[src/rtl/spin_heading_strobe_led_macros.svh]
// ----------------------------------------------------------------------------
// Assertion macros for the spin heading strobe LED block
// Concurrent checks on clk_i, disabled while rst_ni is low.
// ----------------------------------------------------------------------------
`ifndef SPIN_HEADING_STROBE_LED_MACROS_SVH
`define SPIN_HEADING_STROBE_LED_MACROS_SVH
`ifndef SYNTH
`define SHSL_ASSERT(lbl, prop) \
  lbl: assert property (@(posedge clk_i) disable iff (!rst_ni) (prop)) \
    else $error("check failed");
`define SHSL_ASSERT_NEXT(lbl, ante, cons) \
  lbl: assert property (@(posedge clk_i) disable iff (!rst_ni) (ante) |=> (cons)) \
    else $error("check failed");
`else
`define SHSL_ASSERT(lbl, prop)
`define SHSL_ASSERT_NEXT(lbl, ante, cons)
`endif
`endif

[src/rtl/shsl_pkg.sv]
// ----------------------------------------------------------------------------
// Spin heading strobe LED package
// Shared types, register indexes and reset values.
// ----------------------------------------------------------------------------
`default_nettype none

package shsl_pkg;

  localparam int unsigned CfgIdxW  = 3;
  localparam int unsigned CfgDataW = 32;
  localparam int unsigned DivCntW  = 5;

  localparam logic [22:0] SpinThresholdRst   = 23'd6836;
  localparam logic [15:0] HalfWindowRst      = 16'd1825;
  localparam logic [15:0] ReferenceAngleRst  = 16'd0;
  localparam logic [31:0] StaleLimitRst      = 32'd200000;
  localparam logic [31:0] BlinkHalfPeriodRst = 32'd250000;

  typedef enum logic [CfgIdxW-1:0] {
    CFG_SPIN_THRESHOLD    = 3'd0,
    CFG_HALF_WINDOW       = 3'd1,
    CFG_REFERENCE_ANGLE   = 3'd2,
    CFG_STALE_LIMIT       = 3'd3,
    CFG_BLINK_HALF_PERIOD = 3'd4
  } shsl_cfg_e;

  typedef enum logic {
    OP_ESTIMATE = 1'b0,
    OP_TICK     = 1'b1
  } shsl_op_e;

  typedef enum logic [2:0] {
    S_IDLE,
    S_EVAL,
    S_MUL,
    S_ANGLE,
    S_DIV,
    S_DONE
  } shsl_state_e;

  typedef struct packed {
    logic store_est;
    logic capture;
    logic eval;
    logic mul;
    logic angle;
    logic div_step;
    logic out_load;
  } shsl_cmd_t;

  typedef struct packed {
    logic strobe;
    logic div_last;
  } shsl_sts_t;

endpackage

`default_nettype wire

[src/rtl/shsl_ctrl.sv]
// ----------------------------------------------------------------------------
// Spin heading strobe LED controller
// Sequences one item at a time and owns the result valid flag.
// ----------------------------------------------------------------------------
`default_nettype none
`include "spin_heading_strobe_led_macros.svh"

module shsl_ctrl
  import shsl_pkg::*;
(
  input  wire logic      clk_i,
  input  wire logic      rst_ni,
  input  wire logic      in_valid_i,
  output logic           in_ready_o,
  input  wire logic      operation_i,
  output logic           out_valid_o,
  input  wire logic      out_ready_i,
  output shsl_cmd_t      cmd_o,
  input  wire shsl_sts_t sts_i
);

  shsl_state_e state_q, state_d;
  logic        out_valid_q, out_valid_d;
  logic        in_xfer;

  assign in_ready_o  = (state_q == S_IDLE);
  assign in_xfer     = in_valid_i && in_ready_o;
  assign out_valid_o = out_valid_q;

  always_ff @(posedge clk_i or negedge rst_ni) begin
    if (!rst_ni) begin
      state_q     <= S_IDLE;
      out_valid_q <= 1'b0;
    end else begin
      state_q     <= state_d;
      out_valid_q <= out_valid_d;
    end
  end

  always_comb begin
    state_d = state_q;
    cmd_o   = '0;
    unique case (state_q)
      S_IDLE: begin
        if (in_xfer) begin
          if (operation_i == OP_TICK) begin
            cmd_o.capture = 1'b1;
            state_d       = S_EVAL;
          end else begin
            cmd_o.store_est = 1'b1;
          end
        end
      end
      S_EVAL: begin
        cmd_o.eval = 1'b1;
        state_d    = sts_i.strobe ? S_MUL : S_DIV;
      end
      S_MUL: begin
        cmd_o.mul = 1'b1;
        state_d   = S_ANGLE;
      end
      S_ANGLE: begin
        cmd_o.angle = 1'b1;
        state_d     = S_DONE;
      end
      S_DIV: begin
        cmd_o.div_step = 1'b1;
        if (sts_i.div_last) begin
          state_d = S_DONE;
        end
      end
      S_DONE: begin
        if (!out_valid_q || out_ready_i) begin
          cmd_o.out_load = 1'b1;
          state_d        = S_IDLE;
        end
      end
      default: state_d = S_IDLE;
    endcase
  end

  always_comb begin
    out_valid_d = out_valid_q;
    if (cmd_o.out_load) begin
      out_valid_d = 1'b1;
    end else if (out_ready_i) begin
      out_valid_d = 1'b0;
    end
  end

  `SHSL_ASSERT_NEXT(a_tick_starts_eval, in_xfer && operation_i == OP_TICK, state_q == S_EVAL)
  `SHSL_ASSERT_NEXT(a_est_stays_idle, in_xfer && operation_i == OP_ESTIMATE, state_q == S_IDLE)
  `SHSL_ASSERT_NEXT(a_result_held, out_valid_q && !out_ready_i, out_valid_q)
  `SHSL_ASSERT(a_load_when_free, !cmd_o.out_load || !out_valid_q || out_ready_i)

endmodule

`default_nettype wire

[src/rtl/shsl_dp.sv]
// ----------------------------------------------------------------------------
// Spin heading strobe LED datapath
// Holds the configuration, the stored estimate, the angle arithmetic and
// a one-bit-per-cycle divider for the heartbeat.
// ----------------------------------------------------------------------------
`default_nettype none
`include "spin_heading_strobe_led_macros.svh"

module shsl_dp
  import shsl_pkg::*;
(
  input  wire logic                clk_i,
  input  wire logic                rst_ni,
  input  wire logic                cfg_we_i,
  input  wire logic [CfgIdxW-1:0]  cfg_index_i,
  input  wire logic [CfgDataW-1:0] cfg_data_i,
  input  wire logic [31:0]         now_us_i,
  input  wire logic signed [15:0]  heading_i,
  input  wire logic signed [23:0]  omega_i,
  input  wire shsl_cmd_t           cmd_i,
  output shsl_sts_t                sts_o,
  output logic                     led_on_o,
  output logic                     spinning_o
);

  logic [22:0] thr_q;
  logic [15:0] half_win_q;
  logic [15:0] ref_ang_q;
  logic [31:0] stale_q;
  logic [31:0] blink_hp_q;

  logic [15:0] head_q;
  logic [23:0] rate_q;
  logic [31:0] est_time_q;
  logic        est_valid_q;

  logic [31:0] now_q;
  logic [31:0] dt_q;
  logic [31:0] prod_q;
  logic        strobe_q;
  logic        lit_q;
  logic        led_q;
  logic        spin_q;

  logic [31:0]        num_q;
  logic [31:0]        rem_q;
  logic [DivCntW-1:0] cnt_q;

  logic [31:0] dt_d;
  logic [23:0] mag;
  logic        strobe_d;
  logic [31:0] rate_ext;
  logic [31:0] acc;
  logic [15:0] ang;
  logic [16:0] ang_mag;
  logic [31:0] hp;
  logic [32:0] shifted;
  logic [32:0] diff;
  logic        ge;

  always_ff @(posedge clk_i or negedge rst_ni) begin
    if (!rst_ni) begin
      thr_q      <= SpinThresholdRst;
      half_win_q <= HalfWindowRst;
      ref_ang_q  <= ReferenceAngleRst;
      stale_q    <= StaleLimitRst;
      blink_hp_q <= BlinkHalfPeriodRst;
    end else if (cfg_we_i) begin
      unique case (cfg_index_i)
        CFG_SPIN_THRESHOLD:    thr_q      <= cfg_data_i[22:0];
        CFG_HALF_WINDOW:       half_win_q <= cfg_data_i[15:0];
        CFG_REFERENCE_ANGLE:   ref_ang_q  <= cfg_data_i[15:0];
        CFG_STALE_LIMIT:       stale_q    <= cfg_data_i;
        CFG_BLINK_HALF_PERIOD: blink_hp_q <= cfg_data_i;
        default: ;
      endcase
    end
  end

  always_ff @(posedge clk_i or negedge rst_ni) begin
    if (!rst_ni) begin
      head_q      <= '0;
      rate_q      <= '0;
      est_time_q  <= '0;
      est_valid_q <= 1'b0;
    end else if (cmd_i.store_est) begin
      head_q      <= heading_i;
      rate_q      <= omega_i;
      est_time_q  <= now_us_i;
      est_valid_q <= 1'b1;
    end
  end

  // Freshness and mode decision.
  assign dt_d     = now_q - est_time_q;
  assign mag      = rate_q[23] ? (24'd0 - rate_q) : rate_q;
  assign strobe_d = est_valid_q && (dt_d <= stale_q) && (mag > {1'b0, thr_q});

  // Only the low 32 bits of the Q16 angle matter, since one turn wraps.
  assign rate_ext = {{8{rate_q[23]}}, rate_q};
  assign acc      = {head_q, 16'h0000} + prod_q - {ref_ang_q, 16'h0000} + 32'h0000_8000;
  assign ang      = acc[31:16];
  assign ang_mag  = ang[15] ? (17'h1_0000 - {1'b0, ang}) : {1'b0, ang};

  // Restoring division step; the last quotient bit gives the parity.
  assign hp      = (blink_hp_q == 32'd0) ? 32'd1 : blink_hp_q;
  assign shifted = {rem_q, num_q[31]};
  assign diff    = shifted - {1'b0, hp};
  assign ge      = (shifted >= {1'b0, hp});

  assign sts_o.strobe   = strobe_d;
  assign sts_o.div_last = (cnt_q == {DivCntW{1'b1}});

  always_ff @(posedge clk_i) begin
    if (cmd_i.capture) begin
      now_q <= now_us_i;
    end
    if (cmd_i.eval) begin
      dt_q     <= dt_d;
      strobe_q <= strobe_d;
      num_q    <= now_q;
      rem_q    <= '0;
      cnt_q    <= '0;
    end
    if (cmd_i.mul) begin
      prod_q <= rate_ext * dt_q;
    end
    if (cmd_i.angle) begin
      lit_q <= (ang_mag < {1'b0, half_win_q});
    end
    if (cmd_i.div_step) begin
      rem_q <= ge ? diff[31:0] : shifted[31:0];
      num_q <= {num_q[30:0], 1'b0};
      cnt_q <= cnt_q + DivCntW'(1);
      if (sts_o.div_last) begin
        lit_q <= !ge;
      end
    end
    if (cmd_i.out_load) begin
      led_q  <= lit_q;
      spin_q <= strobe_q;
    end
  end

  assign led_on_o   = led_q;
  assign spinning_o = spin_q;

  `SHSL_ASSERT_NEXT(a_div_restart, cmd_i.eval, cnt_q == '0)
  `SHSL_ASSERT_NEXT(a_rem_below_divisor, cmd_i.div_step, rem_q < hp)

endmodule

`default_nettype wire

[src/rtl/spin_heading_strobe_led.sv]
// ----------------------------------------------------------------------------
// Spin heading strobe LED
// Stores heading estimates and answers ticks with an LED decision, either
// a strobe from the extrapolated heading or an idle heartbeat.
// ----------------------------------------------------------------------------
//  Channel  Direction  Handshake                  Payload
//  in       input      in_valid_i / in_ready_o    operation, now_us, heading, omega
//  out      output     out_valid_o / out_ready_i  led_on, spinning
//  cfg      input      cfg_we_i                   cfg_index_i, cfg_data_i
//
//  An estimate transfer is absorbed in its own cycle and gives no result.
//  A strobe tick steps through decide, multiply, angle and load after its transfer.
//  A heartbeat tick decides, then runs the divider, which resolves one
//  quotient bit per cycle, and then loads its result.
//  A finished result waits in the output register; a new item is taken
//  meanwhile, and the next result is held back only while that one stalls.
//  Reset restores the register defaults and clears the stored estimate.
// ----------------------------------------------------------------------------
`default_nettype none

module spin_heading_strobe_led
  import shsl_pkg::*;
(
  input  wire logic                clk_i,
  input  wire logic                rst_ni,
  input  wire logic                in_valid_i,
  output logic                     in_ready_o,
  input  wire logic                operation_i,
  input  wire logic [31:0]         now_us_i,
  input  wire logic signed [15:0]  heading_i,
  input  wire logic signed [23:0]  omega_i,
  output logic                     out_valid_o,
  input  wire logic                out_ready_i,
  output logic                     led_on_o,
  output logic                     spinning_o,
  input  wire logic                cfg_we_i,
  input  wire logic [CfgIdxW-1:0]  cfg_index_i,
  input  wire logic [CfgDataW-1:0] cfg_data_i
);

  shsl_cmd_t cmd;
  shsl_sts_t sts;

  shsl_ctrl u_ctrl (
    .clk_i       (clk_i),
    .rst_ni      (rst_ni),
    .in_valid_i  (in_valid_i),
    .in_ready_o  (in_ready_o),
    .operation_i (operation_i),
    .out_valid_o (out_valid_o),
    .out_ready_i (out_ready_i),
    .cmd_o       (cmd),
    .sts_i       (sts)
  );

  shsl_dp u_dp (
    .clk_i       (clk_i),
    .rst_ni      (rst_ni),
    .cfg_we_i    (cfg_we_i),
    .cfg_index_i (cfg_index_i),
    .cfg_data_i  (cfg_data_i),
    .now_us_i    (now_us_i),
    .heading_i   (heading_i),
    .omega_i     (omega_i),
    .cmd_i       (cmd),
    .sts_o       (sts),
    .led_on_o    (led_on_o),
    .spinning_o  (spinning_o)
  );

endmodule

`default_nettype wire
[config.mk]
export PLATFORM = sky130hd
export DESIGN_NAME = spin_heading_strobe_led
export DESIGN_NICKNAME = d
export VERILOG_FILES = /design/src/rtl/shsl_pkg.sv /design/src/rtl/shsl_ctrl.sv /design/src/rtl/shsl_dp.sv /design/src/rtl/spin_heading_strobe_led.sv
export VERILOG_INCLUDE_DIRS = /design/src /design/src/rtl
export SDC_FILE = /design/constraint.sdc
export NUM_CORES = 2
export LEC_CHECK = 0
export BUFFER_PORTS_ARGS = -buffer_cell sky130_fd_sc_hd__buf_2
export CAP_MARGIN = 5
export CELL_PAD_IN_SITES_DETAIL_PLACEMENT = 1
export CELL_PAD_IN_SITES_GLOBAL_PLACEMENT = 2
export CORE_ASPECT_RATIO = 1.75
export CORE_UTILIZATION = 25
export CTS_CLUSTER_DIAMETER = 150
export DETAILED_ROUTE_END_ITERATION = 8
export HOLD_SLACK_MARGIN = 0.1
export PLACE_DENSITY = 0.58
export RECOVER_POWER = 50
export SLEW_MARGIN = 30
export SYNTH_ARGS = -nofsm -noshare
export SYNTH_HDL_FRONTEND = slang
export SYNTH_SLANG_ARGS = --single-unit
[constraint.sdc]
create_clock -name clk_i -period 7.4 [get_ports clk_i]
set_input_delay 0.74 -clock clk_i [delete_from_list [all_inputs] [get_ports clk_i]]
set_output_delay 0.74 -clock clk_i [all_outputs]
set_load 0.05 [all_outputs]
==> metrics <==
status=finished, violations left; failing checks=max-capacitance violations, max-slew violations; post-route cell area=approximately 40000 sq um; setup TNS=0 ns; Fin. Hold Viols=0; RD Place Congestion=0.8657; final setup fails=0; DR WL/cell=~23 um; H-tree Lvls=2; RR Endpoint=u_dp.prod_q[30]; Main synth FF type=dfrtp_1; CP Max Fanout=9; layout cells sized above 1=0.1118; Clock Skew=approximately 0.038 ns; R2R Setup Slk=about 0.29 ns; share of flip-flops with an asynchronous set or reset=0.5385; crit-path most repeated cell=fa_1; GR Layer Usage met1=0.1717; Final Max Slew Viols=485; minimum clock period=between 7 and 8 ns; clock-pin slew on the worst setup and hold paths=~0.060 ns; Worst-Margin Slew=just under 5 ns; r2r startpoint=u_dp.rate_q[0]; cell with the largest stage delay on the worst path=fa_1; share of the synthesized area in the top cell type=0.2260; unrepaired setup endpoints after global routing=false; Die ar.=around 150000 sq um; final wirelength=127.0 mm; pre-CTS WS=~0.23 ns; max incr delay on CP=0.59 ns; Die Wd=288.7 um; die span in y=just over 500 um; HPWL after DPL=around 100 mm; CTS tree=yes; GRT busiest layer=met2; Post-Syn Instances=around 3600; Initial DRC Count=904; register bit total from synthesis=between 300 and 400; area grow syn2layout=12.57%; vias post-DR=25729; Syn Area/Cell=just under 10 sq um; Slew HR=-2.315; Synth cell types=90; setup slack after layout=a little under 0.3 ns; CP endpoint kind=flop; initial core utilization=0.2526; CP Depth=23; clk sinks=between 300 and 400; drt via density=4.571; maximum root-to-sink buffer count=3; Core Area=about 140000 sq um; Worst Hold Path Cells=1; met2 Use GR=0.3557; first-pass GRT wire length=189.9 mm; GRT Total Usage=0.1784; row cnt=~180; hold endpoint=u_dp.now_q[31]; drt first pass iters=5; commonest cells in the netlist=inv_1 (690), fa_1 (406), nand2_1 (334), and2_1 (292), ha_1 (283); HP Class=input port to flop; I/O Buffers=about 120; delay-heaviest family, CP=adder cells; Num CTS Buffers=44; fin crit share=0.9609; top cells by area, synth=fa_1 (23%), edfxtp_1 (14%), dfrtp_1 (12%); post-synth net total=between 4000 and 5000; number of synthesized flops with an enable pin=~170; Synth area leader=fa_1; filler instances=approximately 16000; worst-case reg-to-reg path depth=23; synth warn=0; hold path start=now_us_i[31]; # IOs=117; count leader, synth=inv_1; FMAX=140.6 MHz; WP data arrival=roughly 7.5 ns; Clock Latency Late Sink=between 0.6 and 0.7 ns; post-route ant nets=0; register area share after synthesis=0.2769; critical path cell sequence=and2_1 > fa_1 > inv_1 > fa_1 > fa_1 > inv_1 > fa_1 > fa_1 > fa_1 > inv_1 > fa_1 > inv_1 > ha_1 > a21o_1 > a2111oi_0 > o21ai_0 > nand2b_1 > o41ai_1 > o41ai_1 > buf_4 > o2111ai_1 > a21oi_1 > xnor2_1; max_cap viols=11; Worst setup SP type=flop; GRT overflow=0; pin count of the biggest net entering global routing=73; DR DRC count=0; Area after DPL=between 30000 and 40000 sq um; WS Path Type=flop to flop; via count of the first global-routing pass=29424; Final Net Count=4542; CP bufs+invs=5; clock root cell=clkbuf_16; post-layout util=0.2843; initial antenna violation count=16; synthesized area=between 30000 and 40000 sq um; met3 Resource Use GR=0.01641; Worst EP required=7.75 ns
==> repair_timing <==
action	in CTS	in global routing
resized for setup	0	1
endpoints found under the setup margin	0	1
endpoints found under the hold margin	5	0
hold buffers	1	0
setup buffers	0	2
==> placed cells by master, fill, tap and decap left out, types with 21 or more instances in the layout <==
cell       count
buf_2         90
dfrtp_1      171
o21ai_0      142
nand2b_1      21
a21o_1        72
buf_4         73
xor2_1        40
clkbuf_16     46
a21oi_1       87
inv_1        690
nand2_1      334
nand3_1       29
and2_1       292
mux2_2       123
edfxtp_1     166
a22o_1        32
fa_1         406
o21bai_1      22
nor2_1       101
dfstp_2       25
clkbuf_1      49
nor2b_1       29
ha_1         283
nand4_1       25
xnor2_1      136
nor3_1        24
==> worst max path at each step <==
stage | to | slack [ns] | from
6_report | u_dp.prod_q[30] | 0.29 | u_dp.rate_q[0]
5_1_grt | u_dp.prod_q[30] | 0.003 | u_dp.rate_q[0]
4_1_cts | u_dp.prod_q[30] | 0.19 | u_dp.dt_q[6]
3_5_place_dp | u_dp.prod_q[30] | 0.23 | u_dp.dt_q[6]
3_3_place_gp | u_dp.prod_q[30] | 0.20 | u_dp.dt_q[11]
2_1_floorplan | u_dp.prod_q[30] | 0.60 | u_dp.rate_q[9]
==> cell families after synthesis <==
logic type,after synthesis,synth area share
xor+xnor,177,0.04331
flops,364,0.2769
fa+ha+maj,689,0.3244
mux,141,0.04351
simple gates,931,0.1320
compound gates,496,0.09218
buf+inv,835,0.08765
==> cell type report <==
cell class              instances  area [sq um]  share of cell area
diodes                          3         7.507           0.0001854
flip-flops and latches        364          9961              0.2460
inverters                     690          2590             0.06396
clock buffers                  63          1255             0.03099
well taps                    1850          2315             0.05717
multi-input cells            2434         22870              0.5649
clock inverters                19         255.2            0.006304
repair buffers                206          1234             0.03047
==> state kept, by name, summed over array words and instances (netlist names) <==
signal              flops
u_dp.head_q            16
u_dp.led_on_o           1
u_dp.cnt_q              5
u_dp.rate_q            24
u_dp.half_win_q        16
u_dp.est_time_q        32
u_dp.rem_q             32
u_dp.dt_q              32
u_dp.num_q             32
u_dp.strobe_q           1
u_ctrl.out_valid_o      1
u_dp.prod_q            31
u_dp.stale_q           32
u_dp.thr_q             23
u_ctrl.state_q          3
u_dp.est_valid_q        1
u_dp.blink_hp_q        32
u_dp.now_q             32
u_dp.spinning_o         1
u_dp.ref_ang_q         16
u_dp.lit_q              1
==> per-layer routing <==
| layer | vias to the layer above | wire, um |
|---|---|---|
| met1 | 13303 | 42430 |
| met2 | 347 | 73150 |
| met3 | 222 | 2587 |
| met4 | 12 | 8722 |
| li1 | 11845 | - |
| met5 | - | 77 |
==> through the flow <==
| stage | std cells | hold WS [ns] |
|---|---|---|
| floorplan | 3633 | 0.4003 |
| finish | 5629 | 0.2865 |
| global placement | 5540 | 0.4453 |
| global route | 5629 | 0.2645 |
| CTS | 5623 | 0.2333 |
| detailed placement | 5540 | 0.4063 |
Power is not shown: default switching activity piles up to over one toggle a cycle in this logic, so the estimate is an artifact.
